==> src/rtl/adrc_pkg.sv <==
// Package with the shared types and constants of the audio dynamic range compressor.
`timescale 1ns / 1ps

package adrc_pkg;

  // Field widths.
  localparam int SAMPLE_W = 16;
  localparam int LEVEL_W  = 15;
  localparam int GAIN_W   = 4;
  localparam int APB_DW   = 32;
  localparam int APB_AW   = 4;

  // Gain reductions above this value clip the output to the threshold.
  localparam logic [GAIN_W-1:0] HARD_LIMIT_SHIFT = GAIN_W'(4);

  // Largest envelope level.
  localparam logic [LEVEL_W-1:0] ENV_MAX = {LEVEL_W{1'b1}};

  // Register reset values.
  localparam logic [LEVEL_W-1:0] THRESHOLD_RST = LEVEL_W'(32767);
  localparam logic [GAIN_W-1:0]  GAIN_RST      = GAIN_W'(0);
  localparam logic [LEVEL_W-1:0] ATTACK_RST    = LEVEL_W'(1000);
  localparam logic [LEVEL_W-1:0] RELEASE_RST   = LEVEL_W'(100);

  // Register indexes; register i sits at byte address 4*i.
  typedef enum logic [1:0] {
    REG_THRESHOLD = 2'd0,
    REG_GAIN      = 2'd1,
    REG_ATTACK    = 2'd2,
    REG_RELEASE   = 2'd3
  } reg_idx_t;

  // Configuration seen by the datapath.
  typedef struct packed {
    logic [LEVEL_W-1:0] threshold;
    logic [GAIN_W-1:0]  gain_reduction;
    logic [LEVEL_W-1:0] attack_step;
    logic [LEVEL_W-1:0] release_step;
  } cfg_t;

endpackage

==> src/rtl/adrc_regs.sv <==
// APB configuration register file of the audio dynamic range compressor.
`timescale 1ns / 1ps

module adrc_regs
  import adrc_pkg::*;
(
  input  logic              clk,
  input  logic              rst,
  input  logic              psel,
  input  logic              penable,
  input  logic              pwrite,
  input  logic [APB_AW-1:0] paddr,
  input  logic [APB_DW-1:0] pwdata,
  output logic [APB_DW-1:0] prdata,
  output logic              pready,
  output cfg_t              cfg
);

  reg_idx_t idx;
  logic     wr_en;

  // The port never inserts wait states.
  assign pready = 1'b1;
  assign idx    = reg_idx_t'(paddr[3:2]);
  assign wr_en  = psel && penable && pwrite && pready;

  // Register writes on the access phase of a write transfer.
  always_ff @(posedge clk) begin
    if (rst) begin
      cfg.threshold      <= THRESHOLD_RST;
      cfg.gain_reduction <= GAIN_RST;
      cfg.attack_step    <= ATTACK_RST;
      cfg.release_step   <= RELEASE_RST;
    end else if (wr_en) begin
      case (idx)
        REG_THRESHOLD: cfg.threshold      <= pwdata[LEVEL_W-1:0];
        REG_GAIN:      cfg.gain_reduction <= pwdata[GAIN_W-1:0];
        REG_ATTACK:    cfg.attack_step    <= pwdata[LEVEL_W-1:0];
        REG_RELEASE:   cfg.release_step   <= pwdata[LEVEL_W-1:0];
        default: ;
      endcase
    end
  end

  // Read data, zero extended.
  always_comb begin
    case (idx)
      REG_THRESHOLD: prdata = APB_DW'(cfg.threshold);
      REG_GAIN:      prdata = APB_DW'(cfg.gain_reduction);
      REG_ATTACK:    prdata = APB_DW'(cfg.attack_step);
      REG_RELEASE:   prdata = APB_DW'(cfg.release_step);
      default:       prdata = '0;
    endcase
  end

endmodule

==> src/rtl/audio_dynamic_range_compressor.sv <==
// Top level of the audio dynamic range compressor: input register, shaper, envelope, output.
`timescale 1ns / 1ps

// Each accepted sample produces exactly one output sample. A sample is caught in an
// input register and is then shaped against the current envelope and written to the
// output register while the envelope is updated; a new sample can be taken every
// cycle while the output side keeps up. While the output is stalled the input
// register still takes one sample if it is empty, then holds. Registers (APB,
// 4 bytes apart): threshold at 0x0, gain_reduction at 0x4, attack_step at 0x8,
// release_step at 0xC; write them only while no samples are in flight.
module audio_dynamic_range_compressor
  import adrc_pkg::*;
(
  input  logic                       clk,
  input  logic                       rst,
  input  logic                       psel,
  input  logic                       penable,
  input  logic                       pwrite,
  input  logic [APB_AW-1:0]          paddr,
  input  logic [APB_DW-1:0]          pwdata,
  output logic [APB_DW-1:0]          prdata,
  output logic                       pready,
  input  logic                       in_valid,
  output logic                       in_ready,
  input  logic signed [SAMPLE_W-1:0] sample_in,
  output logic                       out_valid,
  input  logic                       out_ready,
  output logic signed [SAMPLE_W-1:0] sample_out
);

  cfg_t cfg;

  logic                       s1_valid;
  logic signed [SAMPLE_W-1:0] s1_sample;
  logic [LEVEL_W-1:0]         envelope;
  logic [LEVEL_W-1:0]         envelope_next;
  logic                       advance;
  logic                       fire;

  logic signed [17:0]         s_ext;
  logic signed [17:0]         t_ext;
  logic signed [17:0]         knee_dist;
  logic signed [17:0]         knee;
  logic signed [17:0]         shifted;
  logic signed [17:0]         y_full;
  logic signed [SAMPLE_W-1:0] y;
  logic                       positive;
  logic [15:0]                mag;
  logic [15:0]                env_ext;
  logic [15:0]                diff;
  logic [15:0]                rise;

  adrc_regs u_regs (
    .clk     (clk),
    .rst     (rst),
    .psel    (psel),
    .penable (penable),
    .pwrite  (pwrite),
    .paddr   (paddr),
    .pwdata  (pwdata),
    .prdata  (prdata),
    .pready  (pready),
    .cfg     (cfg)
  );

  // Pipeline flow control: both stages move when the output register is free.
  assign advance  = !out_valid || out_ready;
  assign fire     = s1_valid && advance;
  assign in_ready = !s1_valid || advance;

  // Input register.
  always_ff @(posedge clk) begin
    if (rst) begin
      s1_valid <= 1'b0;
    end else if (in_ready) begin
      s1_valid <= in_valid;
    end
  end

  always_ff @(posedge clk) begin
    if (in_ready && in_valid) begin
      s1_sample <= sample_in;
    end
  end

  // Shaper: pass while envelope < threshold, else hard limit or compress toward knee.
  always_comb begin
    s_ext     = {{2{s1_sample[SAMPLE_W-1]}}, s1_sample};
    t_ext     = {3'b000, cfg.threshold};
    positive  = !s1_sample[SAMPLE_W-1] && (s1_sample != '0);
    knee      = positive ? t_ext : -t_ext;
    knee_dist = s_ext - knee;
    shifted   = knee_dist >>> cfg.gain_reduction[2:0];
    if (envelope < cfg.threshold) begin
      y_full = s_ext;
    end else if (cfg.gain_reduction > HARD_LIMIT_SHIFT) begin
      y_full = t_ext;
    end else begin
      y_full = knee + shifted;
    end
    y = y_full[SAMPLE_W-1:0];
  end

  // Envelope follower with separate rise and fall limits.
  always_comb begin
    mag     = y[SAMPLE_W-1] ? 16'(-y) : 16'(y);
    env_ext = {1'b0, envelope};
    rise    = '0;
    if (mag < env_ext) begin
      diff = env_ext - mag;
      if (diff > {1'b0, cfg.release_step}) begin
        envelope_next = envelope - cfg.release_step;
      end else begin
        envelope_next = mag[LEVEL_W-1:0];
      end
    end else begin
      diff = mag - env_ext;
      if (diff > {1'b0, cfg.attack_step}) begin
        rise = env_ext + {1'b0, cfg.attack_step};
      end else begin
        rise = mag;
      end
      envelope_next = (rise > {1'b0, ENV_MAX}) ? ENV_MAX : rise[LEVEL_W-1:0];
    end
  end

  // Envelope and output valid.
  always_ff @(posedge clk) begin
    if (rst) begin
      envelope  <= '0;
      out_valid <= 1'b0;
    end else begin
      if (fire) begin
        envelope <= envelope_next;
      end
      if (advance) begin
        out_valid <= s1_valid;
      end
    end
  end

  // Output register.
  always_ff @(posedge clk) begin
    if (fire) begin
      sample_out <= y;
    end
  end

  // The envelope only moves when a sample is passed to the output register.
  a_env_hold: assert property (@(posedge clk) disable iff (rst)
    !fire |=> $stable(envelope))
    else $error("envelope changed without a sample transfer");

  // The envelope never rises by more than attack_step.
  a_env_attack: assert property (@(posedge clk) disable iff (rst)
    fire |=> ({1'b0, envelope} <= {1'b0, $past(envelope)} + {1'b0, $past(cfg.attack_step)}))
    else $error("envelope rose faster than attack_step");

  // The envelope never falls by more than release_step.
  a_env_release: assert property (@(posedge clk) disable iff (rst)
    fire |=> ({1'b0, envelope} + {1'b0, $past(cfg.release_step)} >= {1'b0, $past(envelope)}))
    else $error("envelope fell faster than release_step");

  // Input is refused only when both stages are full and the output is stalled.
  a_ready: assert property (@(posedge clk) disable iff (rst)
    !in_ready |-> (s1_valid && out_valid && !out_ready))
    else $error("input refused while the pipeline could move");

  // A shaped sample shows up at the output on the next cycle.
  a_out_follow: assert property (@(posedge clk) disable iff (rst)
    fire |=> out_valid)
    else $error("shaped sample lost on its way to the output");

endmodule

==> config.mk <==
export PLATFORM = sky130hd
export DESIGN_NAME = audio_dynamic_range_compressor
export DESIGN_NICKNAME = d
export VERILOG_FILES = /design/src/rtl/adrc_pkg.sv /design/src/rtl/adrc_regs.sv /design/src/rtl/audio_dynamic_range_compressor.sv
export SDC_FILE = /design/constraint.sdc
export NUM_CORES = 1
export LEC_CHECK = 0
export ABC_AREA = 0
export BUFFER_PORTS_ARGS = -buffer_cell sky130_fd_sc_hd__buf_2
export CAP_MARGIN = 20
export CORE_UTILIZATION = 57
export CTS_CLUSTER_SIZE = 25
export DETAILED_ROUTE_END_ITERATION = 6
export PLACE_DENSITY = 0.82
export RECOVER_POWER = 50
export SLEW_MARGIN = 20
export SYNTH_ARGS = -nofsm -noshare
export SYNTH_HDL_FRONTEND = slang
export SYNTH_HIERARCHICAL = 1
export SYNTH_SLANG_ARGS = --single-unit
==> constraint.sdc <==
create_clock -name clk -period 11.5 [get_ports clk]
set_input_delay 1.725 -clock clk [delete_from_list [all_inputs] [get_ports clk]]
set_output_delay 1.725 -clock clk [all_outputs]
set_load 0.02 [all_outputs]
# Word-level counts from Yosys, hierarchy flattened
# Index checks and enable logic that the tools add are counted.
dict set report word_totals {
  ff_bits 98
  out_inout_bits 51
  elab_cells 53
  input_bits 59
}
dict set report op_classes {
  n_shift 1
  n_mux 10
  eq_ne 3
  reduce_logical 16
  order_cmp 6
  n_addsub 8
}
# operator count
set ops {}
lappend ops {{$pmux 32 s4} 1}
lappend ops {{$mux 16} 5}
lappend ops {{$mux 15} 3}
lappend ops {{$gt 16x15->1} 2}
lappend ops {{$mux 18} 1}
lappend ops {{$neg 15->18} 1}
lappend ops {{$sshr 18x3->16} 1}
lappend ops {{$sub 16x18->18} 1}
lappend ops {{$add 15x15->16} 1}
lappend ops {{$add 16x16->16} 1}
lappend ops {{$gt 16x15->1 const B} 1}
lappend ops {{$lt 16x15->1} 1}
lappend ops {{$neg 16->16} 1}
lappend ops {{$reduce_bool 16->1} 1}
lappend ops {{$sub 15x16->16} 1}
lappend ops {{$sub 16x15->16} 1}
lappend ops {{$lt 15x15->1} 1}
lappend ops {{$sub 15x15->15} 1}
lappend ops {{$reduce_and 2->1} 4}
lappend ops {{$logic_and 1x1->1} 5}
lappend ops {{$eq 2x2->1 const B} 2}
lappend ops {{$gt 4x3->1 const B} 1}
lappend ops {{$logic_not 1->1} 3}
lappend ops {{$eq 2x1->1 const B} 1}
lappend ops {{other kinds (2)} 3}

# Depth between registers and ports, before layout
dict set report depth {
  ltp_word 17
  mapped_depth 63
  mapped_depth_nobuf 59
}

# Cells and area by module
# The synthesis kept the hierarchy.
# mod instances area_per_inst_um2 cells_each
set modules_own_cells {}
lappend modules_own_cells {audio_dynamic_range_compressor 1 10771.6 1431}
lappend modules_own_cells {adrc_regs 1 2486.1 247}

# Worst setup path before layout
# OpenSTA, ideal clock, no wires.
dict set report synth_timing {
  path_kind {reg2reg}
  startpoint {register s1_sample[15]}
  endpoint {register envelope[6]}
  n_path_buf 3
  setup_ns 0.148
  slack_ns -0.063
  path_stages_with_launch 59
  arrival_time_ns 11.415
  t_required_ns 11.352
  synth_period_minus_slack_ns 11.563
  cell_sequence {edfxtp_1 > buf_4 > nor4_4 > a41oi_4 > clkbuf_1 > a31o_2 > xnor2_1 > inv_1 > ha_1 > a21o_1 > and2_1 > or3b_2 > a2111oi_0 > a221oi_1 > a21oi_1 > xnor2_1 > mux2i_1 > o21ai_0 > (+23 left out) > o21ai_0 > a21o_1 > a21oi_1 > xnor2_1 > ha_1 > nand4_1 > or2_2 > o221ai_1 > a21o_1 > a21oi_1 > nor2b_1 > o32a_1 > inv_1 > nand2_1 > o21bai_1 > nand2_2 > a211oi_1 > o32ai_2}
}
dict set report synth_via {
  elab_chain_cells 17
  word_cells_on_any_way 22
}
# element line_no
set synth_lines {}
lappend synth_lines {{start: declaration} audio_dynamic_range_compressor.sv:34} ;# logic signed [SAMPLE_W-1:0] s1_sample;
lappend synth_lines {{start signal: assignment} audio_dynamic_range_compressor.sv:82} ;# s1_sample <= sample_in;
lappend synth_lines {{$reduce_bool 16->1 / $logic_not 1->1 (equally long branches)} audio_dynamic_range_compressor.sv:90} ;# positive = !s1_sample[SAMPLE_W-1] && (s1_sample != '0);
lappend synth_lines {{$logic_and 1x1->1} audio_dynamic_range_compressor.sv:90}
lappend synth_lines {{$mux 18} audio_dynamic_range_compressor.sv:91} ;# knee = positive ? t_ext : -t_ext;
lappend synth_lines {{$sub 16x18->18} audio_dynamic_range_compressor.sv:92} ;# knee_dist = s_ext - knee;
lappend synth_lines {{$sshr 18x3->16} audio_dynamic_range_compressor.sv:93} ;# shifted = knee_dist >>> cfg.gain_reduction[2:0];
lappend synth_lines {{$add 16x16->16} audio_dynamic_range_compressor.sv:99} ;# y_full = knee + shifted;
lappend synth_lines {{$mux 16} audio_dynamic_range_compressor.sv:96} ;# end else if (cfg.gain_reduction > HARD_LIMIT_SHIFT) begin
lappend synth_lines {{$mux 16 *} audio_dynamic_range_compressor.sv:94} ;# if (envelope < cfg.threshold) begin
lappend synth_lines {{$neg 16->16} audio_dynamic_range_compressor.sv:106} ;# mag = y[SAMPLE_W-1] ? 16'(-y) : 16'(y);
lappend synth_lines {{$mux 16 *} audio_dynamic_range_compressor.sv:106}
lappend synth_lines {{$sub 16x15->16} audio_dynamic_range_compressor.sv:117} ;# diff = mag - env_ext;
lappend synth_lines {{$gt 16x15->1} audio_dynamic_range_compressor.sv:118} ;# if (diff > {1'b0, cfg.attack_step}) begin
lappend synth_lines {{$mux 16} audio_dynamic_range_compressor.sv:118}
lappend synth_lines {{$mux 16} audio_dynamic_range_compressor.sv:109} ;# if (mag < env_ext) begin
lappend synth_lines {{$gt 16x15->1} audio_dynamic_range_compressor.sv:123} ;# envelope_next = (rise > {1'b0, ENV_MAX}) ? ENV_MAX : rise[LEVEL_W-1:0];
lappend synth_lines {{$mux 15} audio_dynamic_range_compressor.sv:123}
lappend synth_lines {{$mux 15 *} audio_dynamic_range_compressor.sv:109}
lappend synth_lines {{end signal: assignment} audio_dynamic_range_compressor.sv:134} ;# envelope <= envelope_next;
lappend synth_lines {{end: declaration} audio_dynamic_range_compressor.sv:35} ;# logic [LEVEL_W-1:0] envelope;
# Every way passes the cells marked *; elsewhere a longest branch is shown, timed or not. The select of a mux whose other input is x is not followed.
# A chain may end at the register's enable or synchronous reset.

# Worst setup path after layout
dict set report layout_timing {
  startpoint {register s1_sample[0]}
  endpoint {register envelope[1]}
}
dict set report layout_via {
  elab_chain_cells 17
  word_cells_on_any_way 21
}
# element line_no
set layout_lines {}
lappend layout_lines {{$reduce_bool 16->1} audio_dynamic_range_compressor.sv:90}
lappend layout_lines {{$logic_and 1x1->1} audio_dynamic_range_compressor.sv:90}
lappend layout_lines {{$mux 18} audio_dynamic_range_compressor.sv:91}
lappend layout_lines {{$sub 16x18->18} audio_dynamic_range_compressor.sv:92}
lappend layout_lines {{$sshr 18x3->16} audio_dynamic_range_compressor.sv:93}
lappend layout_lines {{$add 16x16->16 *} audio_dynamic_range_compressor.sv:99}
lappend layout_lines {{$mux 16 *} audio_dynamic_range_compressor.sv:96}
lappend layout_lines {{$mux 16 *} audio_dynamic_range_compressor.sv:94}
lappend layout_lines {{net y_full[15]} audio_dynamic_range_compressor.sv:45} ;# logic signed [17:0] y_full;
lappend layout_lines {{(+1 left out)} n/a}
lappend layout_lines {{$mux 16 *} audio_dynamic_range_compressor.sv:106}
lappend layout_lines {{$sub 16x15->16} audio_dynamic_range_compressor.sv:117}
lappend layout_lines {{$gt 16x15->1} audio_dynamic_range_compressor.sv:118}
lappend layout_lines {{$mux 16} audio_dynamic_range_compressor.sv:118}
lappend layout_lines {{$mux 16} audio_dynamic_range_compressor.sv:109}
lappend layout_lines {{$gt 16x15->1} audio_dynamic_range_compressor.sv:123}
lappend layout_lines {{$mux 15} audio_dynamic_range_compressor.sv:123}
lappend layout_lines {{$mux 15 *} audio_dynamic_range_compressor.sv:109}
# Mark *: on every way through the listed nets, which the timed path passes. The rest lies on a longest branch. The select of a mux whose other input is x is not followed.

==> impl_metrics.json <==
{
  "outcome": "finished with violations",
  "violations": "capacitance limit, slew limit",
  "internal_power_w": 0.00129,
  "synth_enable_flop_cells": 32,
  "min_period_ps": 11340,
  "pin_count": 110,
  "pre_cts_ws_ps": -784,
  "setup.worst_path.end": "envelope[1]",
  "maxCapViolations": 2,
  "worstPathRequired_ps": 11700,
  "syn_area_um2": 13300,
  "setup_tns_ps": 0,
  "die_height_um": 155,
  "power.share.combinational_pct": 69.2,
  "antenna_found_initial": 0,
  "drive_gt1_share_pct": 26.3,
  "switching_share_pct": 45.4,
  "grt_max_degree": 86,
  "die_w_um": 155,
  "cts_tree": "yes",
  "finalWorstSetupSlack_ps": 162,
  "p_leak_nw": 7.66,
  "endpoint_kind": "flip-flop",
  "drt_pass1_iterations": 5,
  "crit_arrival_ps": 11540,
  "r2r_slack_ps": 160,
  "max_stage_delay_ps": 550,
  "power_density_nw_per_um2": 143,
  "n_antenna_cell": 0,
  "worstPathMaxFanout": 8,
  "finClkSkew_ps": 14.4,
  "reg2reg_to": "envelope[1]",
  "routed-via-count": 14500,
  "overflow": 0,
  "final_cells": 2260,
  "htreeDepth": 3,
  "numCtsBuffers": 9,
  "cpMostUsedCell": "a21o_1",
  "worstSkewPairLatency_ps": 380,
  "relSlewSlack_pct": -113,
  "worstMarginPinSlew_ps": 3170,
  "totalWireLength_um": 48700,
  "fin_nets": 2163,
  "grtUsageTotal_pct": 39.8,
  "synthCells": 1678,
  "vias_per_cell": 6.42,
  "mostFrequentLayoutCells": "277 x buf_4, 155 x nor2_1, 129 x inv_1",
  "mostFrequentLayoutCell": "buf_4",
  "maxSlewViolCount": 33,
  "grt_pass1_vias": 13900,
  "final_hold_viol_count": 0,
  "dpl.cell_count": 2216,
  "cp-start-kind": "flip-flop",
  "dieArea_um2": 23900,
  "ant_nets": 0,
  "portBuffers": 72,
  "row_count": 55,
  "start_util_pct": 58.4,
  "coreArea_um2": 22700,
  "yosys-top-cells-area": "ha_1 12%, dfxtp_1 10%, edfxtp_1 7.2%",
  "drc": 0,
  "seq_power_share_pct": 17.3,
  "synth_top_area_share_pct": 12.3,
  "synth_cell_types": 112,
  "wl_per_cell_um": 21.6,
  "areaGrowthSynthToFinish_pct": 24.8,
  "hold_class": "flip-flop to flip-flop",
  "fin_area_um2": 16500,
  "clkPwrFrac_pct": 13.5,
  "netSwitchingPower_w": 0.00107,
  "timing.fmax_ghz": 0.0882,
  "clk_pin_slew_ps": 80,
  "cts_hold_buf": 0,
  "startpoint": "s1_sample[0]",
  "yosysSeqAreaShare_pct": 17.2,
  "drtIter0Drc": 1343,
  "rr_worst_depth": 61,
  "postPlaceCellArea_um2": 15500,
  "synth_seq_cells": 98,
  "synth_top_area_cell": "ha_1",
  "ir_drop_mv": 0.131,
  "yosys_warnings": 6,
  "timing.rr.start": "s1_sample[0]",
  "finalSetupViolations": 0,
  "clk_path_buf_depth": 2,
  "avgSynthCellArea_um2": 7.90,
  "place.gp.congestion": 1.05,
  "clock_sinks": 98,
  "dp_hpwl_um": 38800,
  "root_buffer": "clkbuf_16",
  "cp_slowest_cell": "or4b_4",
  "synthArstFlopShare_pct": 0,
  "crit_type": "flip-flop to flip-flop",
  "fin_crit_sh_pct": 98.6,
  "ys.flop_type": "dfxtp_1",
  "grt_first_pass_wirelength_um": 73700
}
layout make-up:
type | count | area [um2]
repair buffers | 358 | 2510
well taps | 285 | 357
clock buffers | 9 | 225
fillers | 1741 | 6170
multi-input cells | 1369 | 10600
flip-flops and latches | 98 | 2280
inverters | 134 | 503
clock inverters | 7 | 83.8
metrics by stage:
stage | total power [W] | hold WS (ps) | utilization [%]
6_report | 0.00236 | 504 | 72.8
5_1_grt | 0.00250 | 525 | 72.8
4_1_cts | 0.00223 | 500 | 70.4
3_5_place_dp | 0.00188 | 486 | 68.2
3_3_place_gp | 0.00185 | 475 | 68.2
2_1_floorplan | 0.00134 | 457 | -
how the worst min path moves through the flow:
stage / startpoint / end / slack (ps) / cells past startpoint
2_1_floorplan: u_regs/cfg[30] / u_regs/cfg[30] / 460 / 2
3_3_place_gp: u_regs/cfg[12] / u_regs/cfg[12] / 480 / 2
3_5_place_dp: u_regs/cfg[4] / u_regs/cfg[4] / 490 / 2
4_1_cts: u_regs/cfg[4] / u_regs/cfg[4] / 500 / 2
5_1_grt: u_regs/cfg[12] / u_regs/cfg[12] / 520 / 2
6_report: u_regs/cfg[13] / u_regs/cfg[13] / 500 / 2
sequential cells by signal, indices dropped and copies added (netlist names):
name,cells
envelope,15
out_valid,1
s1_sample,16
s1_valid,1
sample_out,16
u_regs/cfg,49
synthesized netlist by cell type, types with 13 or more instances:
cell	number
nor2_1	157
inv_1	133
ha_1	130
a21oi_1	112
nand2_1	90
xnor2_1	78
mux2i_1	76
o21ai_0	70
dfxtp_1	66
a21o_1	65
nand2b_1	58
clkbuf_1	47
nor3_1	46
nand3_1	37
edfxtp_1	32
buf_4	24
a211oi_1	23
xor2_1	23
and3_1	21
o211ai_1	20
nand4_1	19
nor2b_1	19
o31ai_1	19
mux2_2	17
a31oi_1	16
o21a_1	14
a22o_1	13
kinds of logic (layout without fill, tap and decap cells):
logic type | after synthesis | in the layout | share of synthesized area, %
multiplexers | 98 | 98 | 7.97
AND/OR/NAND/NOR | 533 | 533 | 21.8
adder cells (fa/ha/maj) | 136 | 136 | 13.0
flip-flops | 98 | 98 | 17.2
XOR/XNOR | 102 | 102 | 6.80
buffers and inverters | 227 | 508 | 7.50
other | 2 | 18 | 0.0566
AO/OA/AOI/OAI | 482 | 482 | 25.7
critical path, delay by kind of cell, from the launching register on:
| family | cells | cell delay (ps) |
|---|---|---|
| AOI/OAI and AO/OA | 28 | 4330 |
| adders and majority gates | 4 | 1180 |
| DFF | 1 | 490 |
| buffers and inverters | 13 | 1690 |
| and+or+nand+nor | 12 | 2750 |
| muxes | 1 | 220 |
| xor gates and xnor gates | 3 | 420 |
layer usage:
metal	vias to the layer above	track usage, %	wire [um]
li1	6684	-	-
met1	6780	46.7	18500
met2	814	67.1	22700
met3	224	5.97	3960
met4	0	27.6	3550
met5	-	0	0
power groups by stage:
stage	sequential, W	clock (W)	combinational [W]
2_1_floorplan	0.000407	0	0.000930
3_3_place_gp	0.000414	0	0.00143
3_5_place_dp	0.000414	0	0.00147
4_1_cts	0.000406	0.000319	0.00151
5_1_grt	0.000410	0.000333	0.00176
6_report	0.000408	0.000319	0.00164
what timing repair did:
action | in CTS | in global routing
pin swaps | 7 | 50
endpoints found under the setup margin | 15 | 15
gates resized for setup | 33 | 95
gates cloned | 0 | 1
setup buffers | 7 | 22
Power figures use the tool's default switching activity.
